`src/sv/cdda_pkg.sv`:
```
// ----------------------------------------------------------------------------
// cdda_pkg
// Shared widths, constants, command/status types and calendar helpers
// for the calendar date day adder.
// ----------------------------------------------------------------------------
package cdda_pkg;

   localparam int YEAR_W  = 16;
   localparam int MONTH_W = 4;
   localparam int DAY_W   = 5;
   localparam int COUNT_W = 20;
   localparam int ACC_W   = COUNT_W + 1;

   localparam logic [YEAR_W-1:0]  MAX_YEAR     = 16'd65535;
   localparam logic [YEAR_W-1:0]  DEFAULT_YEAR = 16'd2000;
   localparam logic [MONTH_W-1:0] JANUARY      = 4'd1;
   localparam logic [MONTH_W-1:0] FEBRUARY     = 4'd2;
   localparam logic [MONTH_W-1:0] DECEMBER     = 4'd12;
   localparam logic [DAY_W-1:0]   FIRST_DAY    = 5'd1;
   localparam logic [DAY_W-1:0]   LAST_DAY     = 5'd31;

   // multiplicative inverse of 25 mod 2^16 and the divisibility bound
   localparam logic [YEAR_W-1:0]  INV25     = 16'd23593;
   localparam logic [YEAR_W-1:0]  DIV25_LIM = 16'd2621;

   localparam logic OP_LOAD = 1'b0;
   localparam logic OP_ADD  = 1'b1;

   typedef struct packed {
      logic start_load;
      logic start_add;
      logic step;
      logic post;
   } cdda_cmd_type;

   typedef struct packed {
      logic add_done;
      logic rsp_busy;
   } cdda_sts_type;

   // leap if div by 4 and (not div by 100 or div by 400)
   function automatic logic is_leap(input logic [YEAR_W-1:0] year);
      logic [YEAR_W-1:0] prod;
      logic              div25;
      prod  = year * INV25;
      div25 = (prod <= DIV25_LIM);
      return (year[1:0] == 2'd0) && (!div25 || (year[3:0] == 4'd0));
   endfunction

   function automatic logic [DAY_W-1:0] month_len(input logic [MONTH_W-1:0] month,
                                                  input logic               leap);
      logic [DAY_W-1:0] len;
      case (month)
         4'd1, 4'd3, 4'd5, 4'd7, 4'd8, 4'd10, 4'd12: len = 5'd31;
         4'd4, 4'd6, 4'd9, 4'd11:                   len = 5'd30;
         4'd2:                                       len = leap ? 5'd29 : 5'd28;
         default:                                    len = 5'd0;
      endcase
      return len;
   endfunction

endpackage

```
`src/sv/cdda_ctrl.sv`:
```
// ----------------------------------------------------------------------------
// cdda_ctrl
// Sequencer: accepts an item, runs the month carry loop for an addition and
// hands the result to the output register.
// ----------------------------------------------------------------------------
module cdda_ctrl import cdda_pkg::*; (
   input  logic         clock,
   input  logic         reset,
   input  logic         req_valid,
   output logic         req_ready,
   input  logic         req_opcode,
   output cdda_cmd_type cmd,
   input  cdda_sts_type sts
);

   typedef enum logic [1:0] {
      IDLE,
      ADD,
      POST
   } state_type;

   state_type state_ff;
   logic      ready_ff;
   logic      accept;

   assign req_ready = ready_ff;
   assign accept    = req_valid && ready_ff;

   always_comb begin
      cmd            = '0;
      cmd.start_load = accept && (req_opcode == OP_LOAD);
      cmd.start_add  = accept && (req_opcode == OP_ADD);
      cmd.step       = (state_ff == ADD) && !sts.add_done;
      cmd.post       = (state_ff == POST) && !sts.rsp_busy;
   end

   always_ff @(posedge clock) begin
      if (reset) begin
         state_ff <= IDLE;
         ready_ff <= 1'b1;
      end else begin
         case (state_ff)
            IDLE: begin
               if (accept) begin
                  ready_ff <= 1'b0;
                  state_ff <= (req_opcode == OP_ADD) ? ADD : POST;
               end
            end
            ADD: begin
               if (sts.add_done) begin
                  state_ff <= POST;
               end
            end
            POST: begin
               if (!sts.rsp_busy) begin
                  ready_ff <= 1'b1;
                  state_ff <= IDLE;
               end
            end
            default: begin
               ready_ff <= 1'b1;
               state_ff <= IDLE;
            end
         endcase
      end
   end

endmodule

```
`src/sv/cdda_dp.sv`:
```
// ----------------------------------------------------------------------------
// cdda_dp
// Date registers, load check, one-month-per-cycle carry and the output
// register.
// ----------------------------------------------------------------------------
module cdda_dp import cdda_pkg::*; (
   input  logic               clock,
   input  logic               reset,
   input  logic [YEAR_W-1:0]  req_load_year,
   input  logic [MONTH_W-1:0] req_load_month,
   input  logic [DAY_W-1:0]   req_load_day,
   input  logic [COUNT_W-1:0] req_add_count,
   output logic               rsp_valid,
   input  logic               rsp_ready,
   output logic [YEAR_W-1:0]  rsp_prev_year,
   output logic [MONTH_W-1:0] rsp_prev_month,
   output logic [DAY_W-1:0]   rsp_prev_day,
   output logic [YEAR_W-1:0]  rsp_new_year,
   output logic [MONTH_W-1:0] rsp_new_month,
   output logic [DAY_W-1:0]   rsp_new_day,
   output logic               rsp_load_invalid,
   output logic               rsp_year_overflow,
   input  cdda_cmd_type       cmd,
   output cdda_sts_type       sts
);

   logic [YEAR_W-1:0]  year_ff;
   logic [MONTH_W-1:0] month_ff;
   logic [ACC_W-1:0]   day_ff;
   logic               leap_ff;
   logic [YEAR_W-1:0]  prev_year_ff;
   logic [MONTH_W-1:0] prev_month_ff;
   logic [DAY_W-1:0]   prev_day_ff;
   logic               inv_ff;
   logic               ovf_ff;

   logic               rsp_valid_ff;
   logic [YEAR_W-1:0]  rsp_prev_year_ff;
   logic [MONTH_W-1:0] rsp_prev_month_ff;
   logic [DAY_W-1:0]   rsp_prev_day_ff;
   logic [YEAR_W-1:0]  rsp_new_year_ff;
   logic [MONTH_W-1:0] rsp_new_month_ff;
   logic [DAY_W-1:0]   rsp_new_day_ff;
   logic               rsp_inv_ff;
   logic               rsp_ovf_ff;

   logic [DAY_W-1:0]   cur_len;
   logic [DAY_W-1:0]   load_len;
   logic               load_ok;

   assign cur_len  = month_len(month_ff, leap_ff);
   assign load_len = month_len(req_load_month, is_leap(req_load_year));
   assign load_ok  = (req_load_year != '0) && (load_len != '0) &&
                     (req_load_day != '0) && (req_load_day <= load_len);

   assign sts.add_done = (day_ff <= ACC_W'(cur_len));
   assign sts.rsp_busy = rsp_valid_ff && !rsp_ready;

   // date registers
   always_ff @(posedge clock) begin
      if (reset) begin
         year_ff  <= YEAR_W'(1);
         month_ff <= JANUARY;
         day_ff   <= ACC_W'(FIRST_DAY);
         leap_ff  <= 1'b0;
         inv_ff   <= 1'b0;
         ovf_ff   <= 1'b0;
      end else begin
         leap_ff <= is_leap(year_ff);
         if (cmd.start_load) begin
            inv_ff <= !load_ok;
            ovf_ff <= 1'b0;
            if (load_ok) begin
               year_ff  <= req_load_year;
               month_ff <= req_load_month;
               day_ff   <= ACC_W'(req_load_day);
            end else begin
               year_ff  <= DEFAULT_YEAR;
               month_ff <= JANUARY;
               day_ff   <= ACC_W'(FIRST_DAY);
            end
         end else if (cmd.start_add) begin
            inv_ff <= 1'b0;
            ovf_ff <= 1'b0;
            day_ff <= day_ff + ACC_W'(req_add_count);
         end else if (cmd.step) begin
            if (month_ff == DECEMBER) begin
               if (year_ff == MAX_YEAR) begin
                  day_ff <= ACC_W'(LAST_DAY);
                  ovf_ff <= 1'b1;
               end else begin
                  day_ff   <= day_ff - ACC_W'(cur_len);
                  month_ff <= JANUARY;
                  year_ff  <= year_ff + YEAR_W'(1);
               end
            end else begin
               day_ff   <= day_ff - ACC_W'(cur_len);
               month_ff <= month_ff + MONTH_W'(1);
            end
         end
      end
   end

   always_ff @(posedge clock) begin
      if (cmd.start_load || cmd.start_add) begin
         prev_year_ff  <= year_ff;
         prev_month_ff <= month_ff;
         prev_day_ff   <= day_ff[DAY_W-1:0];
      end
   end

   // output register
   always_ff @(posedge clock) begin
      if (reset) begin
         rsp_valid_ff <= 1'b0;
      end else if (cmd.post) begin
         rsp_valid_ff <= 1'b1;
      end else if (rsp_ready) begin
         rsp_valid_ff <= 1'b0;
      end
   end

   always_ff @(posedge clock) begin
      if (cmd.post) begin
         rsp_prev_year_ff  <= prev_year_ff;
         rsp_prev_month_ff <= prev_month_ff;
         rsp_prev_day_ff   <= prev_day_ff;
         rsp_new_year_ff   <= year_ff;
         rsp_new_month_ff  <= month_ff;
         rsp_new_day_ff    <= day_ff[DAY_W-1:0];
         rsp_inv_ff        <= inv_ff;
         rsp_ovf_ff        <= ovf_ff;
      end
   end

   assign rsp_valid         = rsp_valid_ff;
   assign rsp_prev_year     = rsp_prev_year_ff;
   assign rsp_prev_month    = rsp_prev_month_ff;
   assign rsp_prev_day      = rsp_prev_day_ff;
   assign rsp_new_year      = rsp_new_year_ff;
   assign rsp_new_month     = rsp_new_month_ff;
   assign rsp_new_day       = rsp_new_day_ff;
   assign rsp_load_invalid  = rsp_inv_ff;
   assign rsp_year_overflow = rsp_ovf_ff;

endmodule

```
`src/sv/calendar_date_day_adder.sv`:
```
// Load item: the date is loaded on acceptance, then POST writes the output
// register. Add item: the count is added on acceptance, the carry loop steps
// one month per cycle until the day fits, then POST fills the output register.
// One item at a time; the next is accepted while a result waits to be taken.
// Synchronous active-high reset: date 0001-01-01, no result pending.
// ----------------------------------------------------------------------------
// calendar_date_day_adder
// Gregorian date register with checked load and day addition, built as a
// sequencer and a datapath.
// ----------------------------------------------------------------------------
module calendar_date_day_adder import cdda_pkg::*; (
   input  logic               clock,
   input  logic               reset,
   input  logic               req_valid,
   output logic               req_ready,
   input  logic               req_opcode,
   input  logic [YEAR_W-1:0]  req_load_year,
   input  logic [MONTH_W-1:0] req_load_month,
   input  logic [DAY_W-1:0]   req_load_day,
   input  logic [COUNT_W-1:0] req_add_count,
   output logic               rsp_valid,
   input  logic               rsp_ready,
   output logic [YEAR_W-1:0]  rsp_prev_year,
   output logic [MONTH_W-1:0] rsp_prev_month,
   output logic [DAY_W-1:0]   rsp_prev_day,
   output logic [YEAR_W-1:0]  rsp_new_year,
   output logic [MONTH_W-1:0] rsp_new_month,
   output logic [DAY_W-1:0]   rsp_new_day,
   output logic               rsp_load_invalid,
   output logic               rsp_year_overflow
);

   cdda_cmd_type cmd;
   cdda_sts_type sts;

   cdda_ctrl u_ctrl (
      .clock      (clock),
      .reset      (reset),
      .req_valid  (req_valid),
      .req_ready  (req_ready),
      .req_opcode (req_opcode),
      .cmd        (cmd),
      .sts        (sts)
   );

   cdda_dp u_dp (
      .clock             (clock),
      .reset             (reset),
      .req_load_year     (req_load_year),
      .req_load_month    (req_load_month),
      .req_load_day      (req_load_day),
      .req_add_count     (req_add_count),
      .rsp_valid         (rsp_valid),
      .rsp_ready         (rsp_ready),
      .rsp_prev_year     (rsp_prev_year),
      .rsp_prev_month    (rsp_prev_month),
      .rsp_prev_day      (rsp_prev_day),
      .rsp_new_year      (rsp_new_year),
      .rsp_new_month     (rsp_new_month),
      .rsp_new_day       (rsp_new_day),
      .rsp_load_invalid  (rsp_load_invalid),
      .rsp_year_overflow (rsp_year_overflow),
      .cmd               (cmd),
      .sts               (sts)
   );

endmodule

```
`config.mk`:
```
export PLATFORM = sky130hd
export DESIGN_NAME = calendar_date_day_adder
export DESIGN_NICKNAME = d
export VERILOG_FILES = /design/src/sv/cdda_pkg.sv /design/src/sv/cdda_ctrl.sv /design/src/sv/cdda_dp.sv /design/src/sv/calendar_date_day_adder.sv
export SDC_FILE = /design/constraint.sdc
export NUM_CORES = 1
export LEC_CHECK = 0
export BUFFER_PORTS_ARGS = -buffer_cell sky130_fd_sc_hd__buf_2
export CAP_MARGIN = 30
export CORE_UTILIZATION = 57
export CTS_CLUSTER_SIZE = 25
export DETAILED_ROUTE_END_ITERATION = 16
export PLACE_DENSITY = 0.83
export SKIP_CTS_REPAIR_TIMING = 1
export SLEW_MARGIN = 15
export SYNTH_ARGS = -nofsm -noshare
export SYNTH_HDL_FRONTEND = slang
export SYNTH_SLANG_ARGS = --single-unit
```
`constraint.sdc`:
```
create_clock -name clock -period 8.4 [get_ports clock]
set_input_delay 0 -clock clock [delete_from_list [all_inputs] [get_ports clock]]
set_output_delay 0 -clock clock [all_outputs]
set_load 0.05 [all_outputs]
```
Word level (Yosys, flattened, before mapping)

Index checks and enable logic that the tools add are counted.

$add $sub $neg: 4
Multipliers: 2
Magnitude comparators: 4
Equal/unequal tests: 33
Multiplexer cells: 34
Bitwise gates (word level): 2
Reductions and logical operators: 43

Operators with widths:

| cell                                                                     | number |
|---|---|
| 21-bit two-way mux                                                       | 5 |
| 16-bit two-way mux                                                       | 6 |
| 4-bit == test (second input constant)                                    | 10 |
| 4-bit by 3-bit == test with 1-bit output (second input constant)         | 8 |
| 16-bit by 12-bit <= comparator with 1-bit output (second input constant) | 2 |
| 16-bit by 15-bit multiplier with 16-bit output (second input constant)   | 2 |
| 5-bit case mux with 3 select lines                                       | 2 |
| 4-bit two-way mux                                                        | 6 |
| 21-bit by 20-bit adder with 21-bit output                                | 1 |
| 21-bit by 5-bit <= comparator with 1-bit output                          | 1 |
| 21-bit by 5-bit subtractor with 21-bit output                            | 1 |
| 16-bit by 1-bit adder with 16-bit output (second input constant)         | 1 |
| 16-bit == test (second input constant)                                   | 1 |
| 4-bit by 2-bit == test with 1-bit output (second input constant)         | 4 |
| 16-bit nonzero test                                                      | 1 |
| 7-bit OR reduction                                                       | 2 |
| 3-bit AND reduction                                                      | 4 |
| 1-bit logical AND                                                        | 11 |
| 5-bit nonzero test                                                       | 2 |
| 4-bit by 1-bit == test with 1-bit output (second input constant)         | 2 |
| 4-bit logical NOT                                                        | 2 |
| 1-bit two-way mux                                                        | 8 |
| 2-bit two-way mux                                                        | 4 |
| 2-bit by 1-bit inequality test with 1-bit output (second input constant) | 4 |
| 18 further kinds                                                         | 32 |

Register bits: 125
Input port bits: 50
Output and inout port bits: 54

Depth between registers and ports, before layout

Depth in word-level cells: 13
Mapped depth: 26
Gate-level depth less buffers: 25

By module

Synthesis repeated with hierarchy kept, for this count alone.

Cells, all modules: 1042
Area, all modules: 10179.8 um^2

By module, submodules not included:

| module    | instances | cells an instance | area each (um^2) | sequential area each (um^2) |
|---|---|---|---|---|
| cdda_dp   | 1         | 1021              | 10017.1          | 3213.1 |
| cdda_ctrl | 1         | 21                | 162.7            | 60.1 |

Worst setup path before layout

OpenSTA, ideal clock, no wires.

Path type: input-to-reg
Start point: in req_load_year[0]
End point: reg u_dp.year_ff[5]
Setup time: 0.086 ns
Arrival: 5.315 ns
Path slack: 2.999 ns
Stages: 24
Path through: ha_1 ha_1 inv_1 fa_1 fa_1 inv_1 fa_1 ha_1 xnor2_1 xnor2_1 xnor2_1 xnor2_1 mux2i_1 nor4_1 a221oi_1 ha_1 nor2b_1 o21a_1 o21ai_0 a21oi_1 nor3_1 clkbuf_1 a221oi_1 a211oi_1

Longest elaborated chain between the ends: 13
Elaborated cells between the ends (all ways): 17
Classes of those cells: mul: 1; order compare: 2; mux: 4; reduce/logical: 10

RTL lines:

| element                                                                                 | RTL line                      | RTL |
|---|---|---|
| from (decl)                                                                             | calendar_date_day_adder.sv:17 | `input logic [YEAR_W-1:0] req_load_year,` |
| branches (longest 10 deep; another with 16-bit by 15-bit multiplier with 16-bit output) | n/a                           |  |
| 1-bit logical AND *                                                                     | cdda_dp.sv:54                 | `(req_load_day != '0) && (req_load_day <= load_len);` |
| 16-bit two-way mux *                                                                    | cdda_dp.sv:73                 | `if (load_ok) begin` |
| 16-bit two-way mux *                                                                    | cdda_dp.sv:70                 | `if (cmd.start_load) begin` |
| to (signal assigned)                                                                    | cdda_dp.sv:74                 | `year_ff <= req_load_year;` |
| to (signal assigned)                                                                    | cdda_dp.sv:94                 | `year_ff <= year_ff + YEAR_W'(1);` |
| to (decl)                                                                               | cdda_dp.sv:27                 | `logic [YEAR_W-1:0] year_ff;` |

Every way passes the cells marked *.
A chain may end at the register's enable or synchronous reset.

Final worst setup path

Start point: in req_load_year[2]
End point: reg u_dp.day_ff[2]

Longest elaborated chain between the ends: 13
Elaborated cells between the ends (all ways): 16
Classes of those cells: mul: 1; order compare: 2; mux: 4; reduce/logical: 9

RTL lines:

| element                                                                                 | RTL line      | RTL |
|---|---|---|
| branches (longest 10 deep; another with 16-bit by 15-bit multiplier with 16-bit output) | n/a           |  |
| 1-bit logical AND *                                                                     | cdda_dp.sv:54 |  |
| 5-bit two-way mux *                                                                     | cdda_dp.sv:73 |  |
| 21-bit two-way mux *                                                                    | cdda_dp.sv:70 |  |
| to (signal assigned)                                                                    | cdda_dp.sv:64 | `day_ff <= ACC_W'(FIRST_DAY);` |
| to (signal assigned)                                                                    | cdda_dp.sv:76 | `day_ff <= ACC_W'(req_load_day);` |
| to (signal assigned)                                                                    | cdda_dp.sv:80 | `day_ff <= ACC_W'(FIRST_DAY);` |
| to (decl)                                                                               | cdda_dp.sv:29 | `logic [ACC_W-1:0] day_ff;` |

Marked as above.

==> impl_metrics.tcl <==
set metrics [dict create \
    io_buffers 103 \
    irDropWorstVdd_mv 0.232 \
    start_util_pct 59.2 \
    first_global_vias 7804 \
    synth_most_common_cell "ha_1" \
    syn_to_final_growth_pct 15.1 \
    worst_ep_required_time_ps 8680 \
    crit_path_top_delay_cell "fa_1" \
    io_pins 104 \
    async_flop_share_pct 0 \
    wl_per_cell_um 17.4 \
    grt.total_usage_pct 27.3 \
    synth_area_leaders "edfxtp_1 (23%), ha_1 (20%), dfxtp_1 (9.7%)" \
    path_class "in -> reg" \
    yosys.area_share.simple_pct 12.7 \
    min_period_ps 5750 \
    regToRegSetupSlack_ps 3540 \
    drv_cap 0 \
    core_area_um2 16800 \
    holdWs_ps -17.3 \
    hold_viol 4 \
    setup_tns_ps 0 \
    dr_wl_met3_um 1640 \
    start_kind "primary input" \
    synth_top_area_share_pct 23.3 \
    die_width_um 134 \
    cp-end-kind "flip-flop" \
    rr_worst_depth 14 \
    wl_met1_um 10900 \
    drtIter0Drc 687 \
    crit_fanout 19 \
    antenna_found_initial 1 \
    core.rowCount 47 \
    place_congestion 0.906 \
    synth_top_cell_by_area "edfxtp_1" \
    grt_max_degree 53 \
    max_freq_ghz 0.174 \
    grt_overflow 0 \
    clock_skew_ps 11.4 \
    leakagePower_nw 5.14 \
    synth_fp_nets 1259 \
    timing.rr.end "u_dp.year_ff[6]" \
    h-tree-depth 4 \
    dp_hpwl_um 17500 \
    synth_cell_types 74 \
    clock_sinks 125 \
    yosys.area_share.adder_pct 28.1 \
    synth-seq-cells 125 \
    power-per-cell-area_nw_per_um2 305 \
    synth_top_family_by_area "adder cells" \
    vias 8095 \
    slew_violations 0 \
    synth_flop_cell "edfxtp_1" \
    clk_latency_ps 420 \
    ys_seq_area_share_pct 33.0 \
    synth_edf_count 77 \
    critical-path-top-delay-family "adder cells" \
    cp.arrival_ps 6030 \
    cts_buffers 17 \
    min_path_type "in -> reg" \
    min_to "u_dp.year_ff[0]" \
    muxShareOfSynthArea_pct 0.303 \
    grt_pass1_wl_um 38300 \
    rsz0062_at_grt "no" \
    syn_area_per_cell_um2 9.82 \
    syn_area_um2 9920 \
    final_area_um2 11400 \
    hp-start "req_load_year[0]" \
    place_area_um2 10700 \
    status "finished with violations" \
    drive_above_1_share_pct 13.9 \
    max_slew_margin_pct 36.0 \
    ctsRootBufferMaster "clkbuf_16" \
    netlist_instances 1010 \
    cts_buffer_depth 2 \
    whs_path_depth 3 \
    tightest_slew_ps 960 \
    slowest_delay_ps 550 \
    synth_compound_area_share_pct 14.2 \
    tritoncts "yes" \
    firstDrtPassIters 5 \
    clk_pin_slew_ps 60 \
    synthTopCellsByCount "ha_1 (161), inv_1 (145), edfxtp_1 (77)" \
    dr.max_layer_used "met4" \
    die_h_um 134 \
    min_period_over_period_pct 68.4 \
    crit-reg2reg-launch "u_dp.month_ff[1]" \
    path_buf_inv 5 \
    yosys_warnings 0 \
    violations "negative hold slack" \
    wl_um 23700 \
    nNetsFinal 1373 \
    drc 0 \
    dieArea_um2 17900 \
    dr_wl_met2_um 10700 \
    synthXorXnorAreaFrac_pct 5.30 \
    setup-violations-final 0 \
    vias_per_cell 5.96 \
    ant_nets 0 \
]
-- worst reg2reg max path: cells and delay by family, from the launching register on --
kind,cells,cell delay (ps)
simple gates,8,2130
flops,1,470
fa+ha+maj,2,750
compound gates,4,1400
-- layout by cell type, fill, tap and decap left out, drive strengths merged, types with 9 or more instances in the layout --
| master | n |
|---|---|
| ha | 161 |
| inv | 145 |
| buf | 110 |
| edfxtp | 77 |
| a21oi | 53 |
| nand2 | 49 |
| nor2 | 49 |
| dfxtp | 48 |
| o21ai | 45 |
| xnor2 | 44 |
| fa | 38 |
| nor3 | 36 |
| nand3 | 22 |
| clkbuf | 19 |
| a211oi | 18 |
| xor2 | 16 |
| nand4 | 16 |
| a221oi | 13 |
| nor4 | 12 |
| a31oi | 12 |
| nor2b | 11 |
| o211ai | 10 |
| a21o | 9 |
| clkinv | 9 |
-- how the worst max path moves through the flow --
stage                startpoint              end  slack [ps]  depth (start not counted)
4_1_cts        req_load_year[0]   u_dp.day_ff[2]        3200                         24
3_5_place_dp   req_load_year[0]   u_dp.day_ff[2]        2750                         24
2_1_floorplan  req_load_year[0]  u_dp.year_ff[5]        3000                         24
3_3_place_gp   req_load_year[0]   u_dp.day_ff[2]        2850                         24
5_1_grt        req_load_year[2]   u_dp.day_ff[2]        2230                         25
6_report       req_load_year[2]   u_dp.day_ff[2]        2650                         25
-- sequential cells by signal, indices dropped and copies added, names as in the netlist --
name                    count
u_dp.rsp_valid              1
u_dp.rsp_new_year          16
u_dp.rsp_prev_day           5
u_dp.rsp_new_day            5
u_dp.prev_day_ff            5
u_dp.rsp_new_month          4
u_dp.month_ff               4
u_dp.inv_ff                 1
u_dp.leap_ff                1
u_dp.rsp_year_overflow      1
u_dp.prev_year_ff          16
u_ctrl.req_ready            1
u_dp.rsp_prev_year         16
u_dp.year_ff               16
u_dp.ovf_ff                 1
u_dp.rsp_load_invalid       1
u_dp.rsp_prev_month         4
u_ctrl.state_ff             2
u_dp.prev_month_ff          4
u_dp.day_ff                21
-- through the flow --
step                power (mW)  instances  hold slack, ps  utilization [%]  setup WS, ps
floorplan                 2.26       1010             132                -          3000
finish                    3.48       1358           -17.3             68.1          2650
global placement          2.59       1315             316             63.7          2850
global route              3.73       1357            5.46             68.1          2230
detailed placement        2.64       1315             315             63.7          2750
CTS                       3.47       1347            -117             67.5          3200
-- power breakdown --
group | internal, mW | switching (mW) | leakage, nW | total (mW)
registers | 0.792 | 0.109 | 1.12 | 0.901
logic | 0.714 | 1.06 | 3.72 | 1.77
clock network | 0.527 | 0.283 | 0.310 | 0.811
-- routing by layer --
| layer | track usage (%) | vias to the layer above |
|---|---|---|
| met5 | 0 | - |
| met4 | 8.52 | 0 |
| met3 | 5.10 | 47 |
| met2 | 43.4 | 327 |
| met1 | 37.6 | 3861 |
| li1 | - | 3860 |
-- logic make-up (layout without fill, tap and decap cells) --
| group | Yosys count | count (layout) |
|---|---|---|
| simple gates | 241 | 241 |
| compound gates | 210 | 210 |
| fa+ha+maj | 200 | 200 |
| buf+inv | 171 | 298 |
| flops | 125 | 125 |
| xor+xnor | 60 | 60 |
| mux | 3 | 3 |
| other cells | 0 | 1 |
-- final cells by class --
type | instances | area (µm²)
multi-input cells | 714 | 6010
fillers | 1262 | 5350
flip-flops and latches | 125 | 3270
repair buffers | 119 | 656
inverters | 147 | 552
clock buffers | 18 | 429
well taps | 220 | 275
clock inverters | 14 | 219
diodes | 1 | 2.50
Power figures use the tool's default switching activity.
